--- src/design/drra_pkg.sv ---
`timescale 1ns / 1ps
package drra_pkg;
    localparam int KIND_W = 2;
    localparam logic [1:0] KIND_BSR  = 2'd0;
    localparam logic [1:0] KIND_CQI  = 2'd1;
    localparam logic [1:0] KIND_TRIG = 2'd2;
    localparam logic [1:0] CQI_P10   = 2'd0;
    localparam int MASK_W = 27;
    localparam logic [6:0] BW_MAX = 7'd110;

    // Queued command between the front and the back part
    typedef struct packed {
        logic [1:0]  kind;
        logic [15:0] rnti;
        logic [7:0]  lcid;
        logic        act;
        logic [3:0]  cqi;
    } t_cmd;

    // One grant as it leaves the block
    typedef struct packed {
        logic [15:0] rnti;
        logic [7:0]  lcid;
        logic [26:0] mask;
        logic [6:0]  prb;
        logic [3:0]  cqi;
        logic        known;
        logic        last;
    } t_grant;

    function automatic logic [2:0] group_size(input logic [6:0] bw);
        if (bw < 7'd10) return 3'd1;
        if (bw < 7'd26) return 3'd2;
        if (bw < 7'd63) return 3'd3;
        return 3'd4;
    endfunction
endpackage

--- src/design/downlink_rbg_round_robin_allocator_core.sv ---
`timescale 1ns / 1ps
// Downlink resource-group round-robin allocator.
// Channels: s_axis carries reports and triggers (tuser = kind, tdata packs
// rnti, lcid, queue sizes, cqi type and cqi from bit 0 up); m_axis carries
// grants (tlast = last of the trigger). A cfg write channel sets the
// downlink bandwidth (reset 25 PRBs).
// A front stage filters items into a two-entry queue, so the input is taken
// while the back part works. In the back part a buffer report scans and
// compacts the flow table, and a CQI report scans the CQI table. A trigger
// counts active flows, runs two 5-step dividers, then per grant walks the
// CQI table and emits one item. These scans use the single read port of
// each memory, and the back part takes no new command until it is idle
// again. Reset empties both tables and the queue. When m_axis stalls the
// grant holds in its output register and the back part waits; the front
// queue keeps accepting until full.
module downlink_rbg_round_robin_allocator_core #(
    parameter int FLOW_ENTRIES = 32,
    parameter int CQI_ENTRIES  = 32
) (
    input  logic        i_clk,
    input  logic        i_rst_n,
    input  logic        s_axis_tvalid,
    output logic        s_axis_tready,
    // rnti[15:0], lcid[23:16], tx[55:24], retx[71:56], status[87:72],
    // cqi_type[89:88], wideband_cqi[93:90], zero fill
    input  logic [95:0] s_axis_tdata,
    // kind
    input  logic [1:0]  s_axis_tuser,
    output logic        m_axis_tvalid,
    input  logic        m_axis_tready,
    // rnti[15:0], lcid[23:16], mask[50:24], prb[57:51], cqi[61:58],
    // known[62], zero fill
    output logic [63:0] m_axis_tdata,
    output logic        m_axis_tlast,
    input  logic        cfg_valid,
    output logic        cfg_ready,
    input  logic [6:0]  cfg_data
);
    import drra_pkg::*;

    logic [6:0] r_bw;
    logic q_v, q_r;
    t_cmd q_cmd;
    t_grant w_g;

    assign cfg_ready = 1'b1;
    always_ff @(posedge i_clk) begin
        if (!i_rst_n) r_bw <= 7'd25;
        else if (cfg_valid) r_bw <= cfg_data;
    end

    drra_front u_front (
        .i_clk(i_clk), .i_rst_n(i_rst_n),
        .i_valid(s_axis_tvalid), .o_ready(s_axis_tready),
        .i_kind(s_axis_tuser), .i_rnti(s_axis_tdata[15:0]),
        .i_lcid(s_axis_tdata[23:16]), .i_tx(s_axis_tdata[55:24]),
        .i_retx(s_axis_tdata[71:56]), .i_status(s_axis_tdata[87:72]),
        .i_cqi_type(s_axis_tdata[89:88]), .i_cqi(s_axis_tdata[93:90]),
        .o_valid(q_v), .i_ready(q_r), .o_cmd(q_cmd)
    );

    drra_back #(.FLOW_ENTRIES(FLOW_ENTRIES), .CQI_ENTRIES(CQI_ENTRIES)) u_back (
        .i_clk(i_clk), .i_rst_n(i_rst_n),
        .i_valid(q_v), .o_ready(q_r), .i_cmd(q_cmd), .i_bw(r_bw),
        .o_valid(m_axis_tvalid), .i_ready(m_axis_tready), .o_grant(w_g)
    );

    assign m_axis_tdata = {1'b0, w_g.known, w_g.cqi, w_g.prb, w_g.mask,
                           w_g.lcid, w_g.rnti};
    assign m_axis_tlast = w_g.last;
endmodule

--- src/design/drra_front.sv ---
`timescale 1ns / 1ps
module drra_front (
    input  logic           i_clk,
    input  logic           i_rst_n,
    input  logic           i_valid,
    output logic           o_ready,
    input  logic [1:0]     i_kind,
    input  logic [15:0]    i_rnti,
    input  logic [7:0]     i_lcid,
    input  logic [31:0]    i_tx,
    input  logic [15:0]    i_retx,
    input  logic [15:0]    i_status,
    input  logic [1:0]     i_cqi_type,
    input  logic [3:0]     i_cqi,
    output logic           o_valid,
    input  logic           i_ready,
    output drra_pkg::t_cmd o_cmd
);
    import drra_pkg::*;

    // Two-entry command queue; useless items are dropped here
    t_cmd       r_q [2];
    logic       r_wp, r_rp;
    logic [1:0] r_cnt;
    logic       w_keep, w_push, w_pop;
    t_cmd       w_cmd;

    always_comb begin
        w_cmd.kind = i_kind;
        w_cmd.rnti = i_rnti;
        w_cmd.lcid = i_lcid;
        w_cmd.act  = (i_tx != 32'd0) || (i_retx != 16'd0) || (i_status != 16'd0);
        w_cmd.cqi  = i_cqi;
        w_keep = (i_kind == KIND_BSR) || (i_kind == KIND_TRIG)
              || ((i_kind == KIND_CQI) && (i_cqi_type == CQI_P10));
    end

    assign o_ready = (r_cnt != 2'd2);
    assign w_push  = i_valid && o_ready && w_keep;
    assign o_valid = (r_cnt != 2'd0);
    assign w_pop   = o_valid && i_ready;
    assign o_cmd   = r_q[r_rp];

    always_ff @(posedge i_clk) begin
        if (w_push) r_q[r_wp] <= w_cmd;
    end

    always_ff @(posedge i_clk) begin
        if (!i_rst_n) begin
            r_wp <= 1'b0;
            r_rp <= 1'b0;
            r_cnt <= 2'd0;
        end else begin
            if (w_push) r_wp <= ~r_wp;
            if (w_pop) r_rp <= ~r_rp;
            r_cnt <= r_cnt + {1'b0, w_push} - {1'b0, w_pop};
        end
    end
endmodule

--- src/design/drra_back.sv ---
`timescale 1ns / 1ps
module drra_back #(
    parameter int FLOW_ENTRIES = 32,
    parameter int CQI_ENTRIES  = 32
) (
    input  logic             i_clk,
    input  logic             i_rst_n,
    input  logic             i_valid,
    output logic             o_ready,
    input  drra_pkg::t_cmd   i_cmd,
    input  logic [6:0]       i_bw,
    output logic             o_valid,
    input  logic             i_ready,
    output drra_pkg::t_grant o_grant
);
    import drra_pkg::*;

    localparam int FW = (FLOW_ENTRIES > 1) ? $clog2(FLOW_ENTRIES) : 1;
    localparam int CW = (CQI_ENTRIES > 1) ? $clog2(CQI_ENTRIES) : 1;
    localparam int FC = $clog2(FLOW_ENTRIES + 1);
    localparam int CC = $clog2(CQI_ENTRIES + 1);

    typedef enum logic [9:0] {
        S_IDLE  = 10'b0000000001,
        S_BSCAN = 10'b0000000010,
        S_BAPP  = 10'b0000000100,
        S_CSCAN = 10'b0000001000,
        S_COUNT = 10'b0000010000,
        S_DIV   = 10'b0000100000,
        S_FRD   = 10'b0001000000,
        S_CLOOK = 10'b0010000000,
        S_EMIT  = 10'b0100000000,
        S_WAIT  = 10'b1000000000
    } t_state;

    // Flow memory {rnti, lcid, active} and CQI memory {rnti, cqi}
    logic [24:0] r_fmem [FLOW_ENTRIES];
    logic [19:0] r_cmem [CQI_ENTRIES];
    logic [24:0] r_frd;
    logic [19:0] r_crd;
    logic        f_we, c_we;
    logic [FW-1:0] f_wa, f_ra;
    logic [CW-1:0] c_wa, c_ra;
    logic [24:0] f_wd;
    logic [19:0] c_wd;

    t_state r_st, n_st;
    t_cmd   r_cmd;
    logic [FC-1:0] r_fcnt, r_i, r_w;
    logic [CC-1:0] r_ccnt, r_k;
    logic          r_hit, r_rdv;
    logic [FC-1:0] r_nact;
    logic [2:0]    r_size;
    logic [4:0]    r_total, r_alloc, r_per, r_quo;
    logic [4:0]    r_prem;
    logic [6:0]    r_rem;
    logic [3:0]    r_dstep;
    logic [24:0]   r_flow;
    logic          r_known;
    logic [3:0]    r_cv;
    t_grant        r_out;
    logic          r_ov;

    logic [6:0] w_bw;
    assign w_bw = (i_bw > BW_MAX) ? BW_MAX : i_bw;

    always_ff @(posedge i_clk) begin
        if (f_we) r_fmem[f_wa] <= f_wd;
        r_frd <= r_fmem[f_ra];
    end
    always_ff @(posedge i_clk) begin
        if (c_we) r_cmem[c_wa] <= c_wd;
        r_crd <= r_cmem[c_ra];
    end

    assign o_ready = (r_st == S_IDLE);
    assign o_valid = r_ov;
    assign o_grant = r_out;

    // Grant arithmetic for the current flow
    logic [4:0] w_left, w_g;
    logic [31:0] w_mask;
    logic [FC-1:0] w_in;
    assign w_left = r_total - r_alloc;
    assign w_g = (r_per > w_left) ? w_left : r_per;
    assign w_mask = ((32'd1 << w_g) - 32'd1) << r_alloc;
    assign w_in = r_i + 1'b1;

    // Divider step: steps 11..7 give total, 5..1 give the per-flow share
    logic [2:0]  w_sh;
    logic [6:0]  w_dsub;
    logic [10:0] w_nsub;
    assign w_sh = (r_dstep > 4'd6) ? 3'(r_dstep - 4'd7) : 3'(r_dstep - 4'd1);
    assign w_dsub = 7'(r_size) << w_sh;
    assign w_nsub = 11'(r_nact) << w_sh;

    // Address selection, writes and next state
    always_comb begin
        f_we = 1'b0; f_wa = r_w[FW-1:0]; f_wd = r_frd;
        c_we = 1'b0; c_wa = r_k[CW-1:0]; c_wd = {r_cmd.rnti, r_cmd.cqi};
        f_ra = r_i[FW-1:0];
        c_ra = r_k[CW-1:0];
        n_st = r_st;
        unique case (r_st)
            S_IDLE: begin
                f_ra = '0; c_ra = '0;
                if (i_valid) begin
                    unique case (i_cmd.kind)
                        KIND_BSR:  n_st = S_BSCAN;
                        KIND_CQI:  n_st = S_CSCAN;
                        KIND_TRIG: n_st = S_COUNT;
                        default:   n_st = S_IDLE;
                    endcase
                end
            end
            S_BSCAN: begin
                // compaction: keep entries not matching, read-ahead next
                f_ra = w_in[FW-1:0];
                if (r_i >= r_fcnt) n_st = S_BAPP;
                else if (r_rdv && !(r_frd[24:9] == r_cmd.rnti
                                    && r_frd[8:1] == r_cmd.lcid)) begin
                    f_we = 1'b1;
                end
            end
            S_BAPP: begin
                f_wd = {r_cmd.rnti, r_cmd.lcid, r_cmd.act};
                f_we = (r_w < FC'(FLOW_ENTRIES));
                n_st = S_IDLE;
            end
            S_CSCAN: begin
                c_ra = r_k[CW-1:0] + 1'b1;
                c_wa = r_k[CW-1:0];
                if (r_rdv && r_k < r_ccnt && r_crd[19:4] == r_cmd.rnti) begin
                    c_we = 1'b1; n_st = S_IDLE;
                end else if (r_k >= r_ccnt) begin
                    c_we = (r_ccnt < CC'(CQI_ENTRIES));
                    n_st = S_IDLE;
                end
            end
            S_COUNT: begin
                f_ra = w_in[FW-1:0];
                if (r_i >= r_fcnt) n_st = S_DIV;
            end
            S_DIV: begin
                f_ra = '0;
                if (r_dstep == 4'd0) begin
                    if (r_nact == '0 || r_total == 5'd0) n_st = S_IDLE;
                    else n_st = S_FRD;
                end
            end
            S_FRD: begin
                c_ra = '0;
                n_st = S_CLOOK;
            end
            S_CLOOK: begin
                c_ra = r_k[CW-1:0] + 1'b1;
                if ((r_rdv && r_k < r_ccnt && r_crd[19:4] == r_flow[24:9])
                    || r_k >= r_ccnt) n_st = S_EMIT;
            end
            S_EMIT: n_st = S_WAIT;
            S_WAIT: begin
                f_ra = r_i[FW-1:0];
                if (!r_ov) n_st = r_out.last ? S_IDLE : S_FRD;
            end
            default: n_st = S_IDLE;
        endcase
    end

    always_ff @(posedge i_clk) begin
        if (!i_rst_n) begin
            r_st <= S_IDLE;
            r_fcnt <= '0;
            r_ccnt <= '0;
            r_ov <= 1'b0;
        end else begin
            r_st <= n_st;
            if (r_ov && i_ready) r_ov <= 1'b0;
            unique case (r_st)
                S_IDLE: begin
                    r_cmd <= i_cmd; r_i <= '0; r_w <= '0; r_k <= '0;
                    r_rdv <= 1'b1; r_nact <= '0; r_alloc <= '0;
                    r_size <= group_size(w_bw);
                    r_rem <= w_bw;
                    r_quo <= '0;
                    r_dstep <= 4'd11;
                end
                S_BSCAN: begin
                    if (r_i < r_fcnt) begin
                        r_i <= w_in;
                        if (f_we) r_w <= r_w + 1'b1;
                    end
                end
                S_BAPP: begin
                    r_fcnt <= (r_w < FC'(FLOW_ENTRIES)) ? r_w + 1'b1 : r_w;
                end
                S_CSCAN: begin
                    r_k <= r_k + 1'b1;
                    if (n_st == S_IDLE && !(r_rdv && r_k < r_ccnt
                            && r_crd[19:4] == r_cmd.rnti) && c_we)
                        r_ccnt <= r_ccnt + 1'b1;
                end
                S_COUNT: begin
                    if (r_i < r_fcnt) begin
                        r_i <= w_in;
                        if (r_frd[0]) r_nact <= r_nact + 1'b1;
                    end
                end
                S_DIV: begin
                    // restoring dividers, one quotient bit a step
                    if (r_dstep != 4'd0) r_dstep <= r_dstep - 4'd1;
                    if (r_dstep > 4'd6) begin
                        // total = bw / size
                        if (r_rem >= w_dsub) begin
                            r_rem <= r_rem - w_dsub;
                            r_quo[w_sh] <= 1'b1;
                        end
                    end else if (r_dstep == 4'd6) begin
                        r_total <= r_quo;
                        r_prem <= r_quo;
                        r_per <= '0;
                    end else if (r_dstep != 4'd0) begin
                        // per = total / nact
                        if ({6'd0, r_prem} >= w_nsub) begin
                            r_prem <= r_prem - w_nsub[4:0];
                            r_per[w_sh] <= 1'b1;
                        end
                    end else if (r_per == 5'd0) begin
                        // at least one group per flow
                        r_per <= 5'd1;
                    end
                    r_i <= '0;
                end
                S_FRD: begin
                    r_flow <= r_frd; r_k <= '0; r_known <= 1'b0;
                end
                S_CLOOK: begin
                    r_k <= r_k + 1'b1;
                    if (r_rdv && r_k < r_ccnt && r_crd[19:4] == r_flow[24:9]) begin
                        r_known <= 1'b1; r_cv <= r_crd[3:0];
                    end else begin
                        r_cv <= 4'd0;
                    end
                end
                S_EMIT: begin
                    r_out.rnti  <= r_flow[24:9];
                    r_out.lcid  <= r_flow[8:1];
                    r_out.mask  <= w_mask[MASK_W-1:0];
                    r_out.prb   <= 7'(r_size * w_g);
                    r_out.cqi   <= r_known ? r_cv : 4'd0;
                    r_out.known <= r_known;
                    r_out.last  <= ((r_alloc + w_g) >= r_total) || (w_in >= r_fcnt);
                    r_ov <= 1'b1;
                    r_alloc <= r_alloc + w_g;
                    r_i <= w_in;
                end
                default: ;
            endcase
        end
    end
endmodule

--- config.mk ---
export PLATFORM = sky130hd
export DESIGN_NAME = downlink_rbg_round_robin_allocator_core
export DESIGN_NICKNAME = d
export VERILOG_FILES = /design/src/design/drra_pkg.sv /design/src/design/downlink_rbg_round_robin_allocator_core.sv /design/src/design/drra_front.sv /design/src/design/drra_back.sv
export SDC_FILE = /design/constraint.sdc
export NUM_CORES = 2
export LEC_CHECK = 0
export ABC_CLOCK_PERIOD_IN_PS = 18100
export BUFFER_PORTS_ARGS = -buffer_cell sky130_fd_sc_hd__buf_4
export CAP_MARGIN = 20
export CORE_MARGIN = 4
export CORE_UTILIZATION = 37
export CTS_CLUSTER_DIAMETER = 50
export DETAILED_ROUTE_END_ITERATION = 8
export SYNTH_ARGS = -nofsm -noshare
export SYNTH_HDL_FRONTEND = slang
export SYNTH_SLANG_ARGS = --single-unit
export TNS_END_PERCENT = 5
--- constraint.sdc ---
create_clock -name i_clk -period 18.1 [get_ports i_clk]
set_input_delay 2.715 -clock i_clk [delete_from_list [all_inputs] [get_ports i_clk]]
set_output_delay 2.715 -clock i_clk [all_outputs]
set_load 0.02 [all_outputs]
==> impl_table.tex <==
\begin{tabular}{lr}
\hline
Metric & Value \\
\hline
\multicolumn{2}{l}{\textbf{Status}} \\
Run status & complete, no violations \\
\multicolumn{2}{l}{\textbf{Worst setup path}} \\
List of cells traversed by the critical path & buf\_4, clkinv\_1, ha\_1, nor2b\_1, o22ai\_1, xnor2\_1, inv\_1, ha\_1, and3\_1, and3\_1, a21oi\_2, mux2i\_2, inv\_2, nor2\_4, nand3\_1, ha\_1, buf\_4, a211oi\_2, a32oi\_2, a221oi\_2, nor3\_1, nor3\_1, o22ai\_1, a21oi\_1 \\
Data required time at the worst endpoint & 18740 ps \\
Kind of end point of the critical path & flip-flop \\
Cell with the largest stage delay on the worst path & sky130\_fd\_sc\_hd\_\_mux2i\_2 \\
Data arrival, critical path & 9380 ps \\
Max stage delay on crit path & 800 ps \\
Worst setup path category & reg -> reg \\
Critical path launch point type & flip-flop \\
Most numerous cell on the critical path & sky130\_fd\_sc\_hd\_\_ha\_1 \\
Maximum fanout encountered on the critical timing path & 36 \\
\multicolumn{2}{l}{\textbf{Clocking}} \\
Cells resized by post-CTS repair & 0 \\
Bufs on Longest Clock Path & 3 \\
Total number of H-tree levels & 4 \\
Root cell of the clock tree & sky130\_fd\_sc\_hd\_\_clkbuf\_16 \\
Clock-pin slew on the worst setup and hold paths & 60 ps \\
Clock buffers created by TritonCTS & 186 \\
Hold bufs inserted after CTS & 0 \\
Post-CTS Repair Setup Buffers & 0 \\
Number of sinks on the clock net & 1767 \\
Clock tree from TritonCTS & built \\
Skew-Pair Late Insertion Delay & 810 ps \\
\multicolumn{2}{l}{\textbf{STA}} \\
RSZ-0062 raised after global routing & false \\
Setup violation total in the final timing report & 0 \\
Max Clk Rate & 0.114 GHz \\
Measured slew at the worst slew-check pin & 1120 ps \\
Slew HR & 25.3\% \\
Min cycle time layout & 8750 ps \\
Setup TNS & 0 ps \\
Max Slew Vio Count & 0 \\
Final hold violation count & 0 \\
Largest clock skew in the final design & 36.5 ps \\
Post-route clock period utilization & 48.3\% \\
Worst hold slack & 411 ps \\
Final setup margin & 9350 ps \\
\multicolumn{2}{l}{\textbf{GRT}} \\
Overflow left after global routing & 0 \\
Initial antenna violation count & 3 \\
Pin count of the biggest net entering global routing & 211 \\
Vias in the first global route & 43.0k \\
Total track usage & 18.5\% \\
Wire length of the first global-routing pass & 287000 um \\
\multicolumn{2}{l}{\textbf{Cells and area}} \\
FF+latch area & 52300 um2 \\
Total of fill cells in the finished design & 17.8k \\
Share of cells above drive strength 1 & 15.6\% \\
Syn-to-layout area delta & 14.5\% \\
Area of the multi-input gates & 20100 um2 \\
Final layout net count & 5557 \\
\multicolumn{2}{l}{\textbf{Die}} \\
Overall die height & 455 um \\
Width of the chip & 455 um \\
Effective utilization at floorplan & 37.3\% \\
Full die area & 207000 um2 \\
Rows & 163 \\
Number of placed I/O pins & 178 \\
Area inside the core boundary & 198000 um2 \\
\multicolumn{2}{l}{\textbf{Yosys}} \\
Cell area after synthesis & 73800 um2 \\
Count of distinct cell types in the synthesized netlist & 116 \\
Post-synth ARST share & 0\% \\
Post-Synthesis Net Count & 5386 \\
Yosys top cell by area & sky130\_fd\_sc\_hd\_\_edfxtp\_1 \\
Share of the yosys chip area belonging to registers & 70.8\% \\
Synth top cells by count & 1687 x sky130\_fd\_sc\_hd\_\_edfxtp\_1, 835 x sky130\_fd\_sc\_hd\_\_nand2\_1, 221 x sky130\_fd\_sc\_hd\_\_a31oi\_1 \\
Number of synthesized register bits & 1767 \\
YS warnings & 0 \\
Cell types occupying the most area after synthesis & sky130\_fd\_sc\_hd\_\_edfxtp\_1 69\%, sky130\_fd\_sc\_hd\_\_nand2\_1 4.2\%, sky130\_fd\_sc\_hd\_\_mux4\_2 2.3\%, sky130\_fd\_sc\_hd\_\_dfxtp\_1 2.2\%, sky130\_fd\_sc\_hd\_\_a31oi\_1 1.9\% \\
Synth Flop Type & sky130\_fd\_sc\_hd\_\_edfxtp\_1 \\
Proportion of netlist area held by the largest area contributor & 68.6\% \\
Count of flip-flops with a built-in enable after synthesis & 1687 \\
Gate count of the mapped netlist & 5195 \\
Synthesized area per cell & 14.2 um2 \\
Cell with the most instances after synthesis & sky130\_fd\_sc\_hd\_\_edfxtp\_1 \\
\multicolumn{2}{l}{\textbf{Pwr}} \\
Switching share of total power & 33.9\% \\
Fraction of power consumed by the clock network & 29.9\% \\
PD cells & 151 nW/um2 \\
Combinational share of power & 29.0\% \\
Power Internal & 8.41 mW \\
Sequential cell fraction of total power & 41.1\% \\
Sw power & 4.32 mW \\
Largest voltage drop on the vdd net & 130 uV \\
Pleak & 27.9 nW \\
\multicolumn{2}{l}{\textbf{Detailed routing}} \\
Wirelength, routed & 195000 um \\
Overall via count from detail\_route & 44.6k \\
Detailed Routing Iterations Pass 1 & 6 \\
Count of nets left with antenna violations after detail routing & 0 \\
Post-detailed-route DRC marker count & 0 \\
Via density per instance & 5.46 \\
Detailed-route wire length per cell & 23.9 um \\
Iter 0 DRT Violations & 4745 \\
\multicolumn{2}{l}{\textbf{Place}} \\
Count of buffers from port buffering & 173 \\
HPWL reported at the end of detailed placement & 113000 um \\
Worst setup slack after placement & 9450 ps \\
Routability Congestion & 0.855 \\
\multicolumn{2}{l}{\textbf{Flow run}} \\
Max cap viols & 0 \\
\multicolumn{2}{l}{\textbf{Hold path}} \\
Class of the worst hold path & reg -> reg \\
\hline
\end{tabular}
state kept, by name, indices dropped and copies added (netlist names), 6 cells and up, named ones only:
register and count:
u_back.r_flow 24, u_back.r_i 6, u_back.r_rem 7, u_back.r_ccnt 6, u_back.r_frd 25, u_back.c_wd 20
u_back.r_st 10, u_back.r_k 6, u_back.r_nact 6, u_back.r_crd 20, u_back.o_grant 64, u_back.r_cmd 9
u_back.r_fcnt 6, u_back.r_w 6, u_back.r_cmem 640, r_bw 7, u_back.r_fmem 800, u_front.r_q 62
worst paths after layout:
path,from,end,slack [ps],cells after the start
worst max-delay path,u_back.r_alloc[1],u_back.o_grant[39],9350,24
worst min-delay path,u_back.r_flow[7],u_back.o_grant[46],410,0
worst max register to register,u_back.r_alloc[1],u_back.o_grant[39],9350,24
worst min register to register,u_back.r_flow[7],u_back.o_grant[46],410,0
kinds of logic (layout without fill, tap and decap cells):
group	after synthesis	count (layout)	synth area share, %
and+or+nand+nor	1668	1668	10.5
buffers and inverters	404	736	2.46
xor gates and xnor gates	110	110	1.32
DFF	1767	1767	70.8
other	2	4	0.0102
muxes	240	240	4.68
AOI/OAI and AO/OA	923	923	8.77
adders and majority gates	81	81	1.45
cell type report:
| cell class | count | area share (%) |
|---|---|---|
| multi-input combinational | 3024 | 23.8 |
| timing repair buffer | 301 | 2.80 |
| antenna | 2 | 0.00592 |
| clock buffer | 236 | 5.91 |
| sequential | 1767 | 61.9 |
| tap | 2640 | 3.91 |
| inverter | 86 | 0.382 |
| clock inverter | 113 | 1.36 |
worst max-delay path: cells and delay by family, from the launching register on:
kind                     cells  cell delay, ps
AND/OR/NAND/NOR              7            1620
flip-flops                   1             320
buffers and inverters        5            1860
adder cells (fa/ha/maj)      3            1150
XOR/XNOR                     1             400
multiplexers                 1             800
AO/OA/AOI/OAI                7            2420
power by group through the flow:
| stage | sequential, mW | clock (mW) | combinational [mW] |
|---|---|---|---|
| floorplan | 5.26 | 0 | 2.48 |
| global placement | 5.32 | 0 | 3.62 |
| detailed placement | 5.31 | 0 | 3.68 |
| CTS | 5.23 | 3.88 | 3.69 |
| global route | 5.24 | 4.04 | 4.01 |
| finish | 5.23 | 3.81 | 3.69 |
cell usage in the layout (no fill, tap or decap), types with 28 or more instances in the layout:
cell / instances
sky130_fd_sc_hd__edfxtp_1: 1687
sky130_fd_sc_hd__nand2_1: 834
sky130_fd_sc_hd__buf_4: 293
sky130_fd_sc_hd__a31oi_1: 219
sky130_fd_sc_hd__clkbuf_16: 190
sky130_fd_sc_hd__a211oi_1: 180
sky130_fd_sc_hd__nand3_1: 146
sky130_fd_sc_hd__nor2_1: 144
sky130_fd_sc_hd__mux2i_1: 100
sky130_fd_sc_hd__o22ai_1: 95
sky130_fd_sc_hd__and2_0: 95
sky130_fd_sc_hd__and2_1: 93
sky130_fd_sc_hd__xnor2_1: 83
sky130_fd_sc_hd__a21oi_1: 80
sky130_fd_sc_hd__dfxtp_1: 79
sky130_fd_sc_hd__o21ai_0: 77
sky130_fd_sc_hd__inv_1: 76
sky130_fd_sc_hd__mux4_2: 76
sky130_fd_sc_hd__ha_1: 73
sky130_fd_sc_hd__and3_1: 71
sky130_fd_sc_hd__mux2_2: 61
sky130_fd_sc_hd__nor2_2: 54
sky130_fd_sc_hd__nor4_1: 42
sky130_fd_sc_hd__nor3_1: 41
sky130_fd_sc_hd__clkinv_1: 39
sky130_fd_sc_hd__clkbuf_1: 39
sky130_fd_sc_hd__o211ai_1: 38
sky130_fd_sc_hd__o21a_1: 34
sky130_fd_sc_hd__nand4_1: 33
sky130_fd_sc_hd__o2111ai_1: 29
sky130_fd_sc_hd__a221oi_1: 28
routing by layer:
metal,vias up,routed length [um],global-route usage [%]
met5,-,13,0
li1,20210,-,-
met2,1538,93400,30.2
met1,22533,83600,25.5
met3,315,12600,2.85
met4,2,5640,5.63
per-stage QoR:
| stage | std cells | util, % | instance area (um2) | power, mW |
|---|---|---|---|---|
| after floorplan | 5195 | - | 73800 | 7.74 |
| after global placement | 7816 | 39.6 | 78300 | 8.93 |
| after detailed placement | 7817 | 39.6 | 78300 | 8.99 |
| after CTS | 8166 | 42.7 | 84500 | 12.8 |
| after global routing | 8167 | 42.7 | 84500 | 13.3 |
| final | 8169 | 42.7 | 84500 | 12.7 |
(Power assumes the default switching activity.)
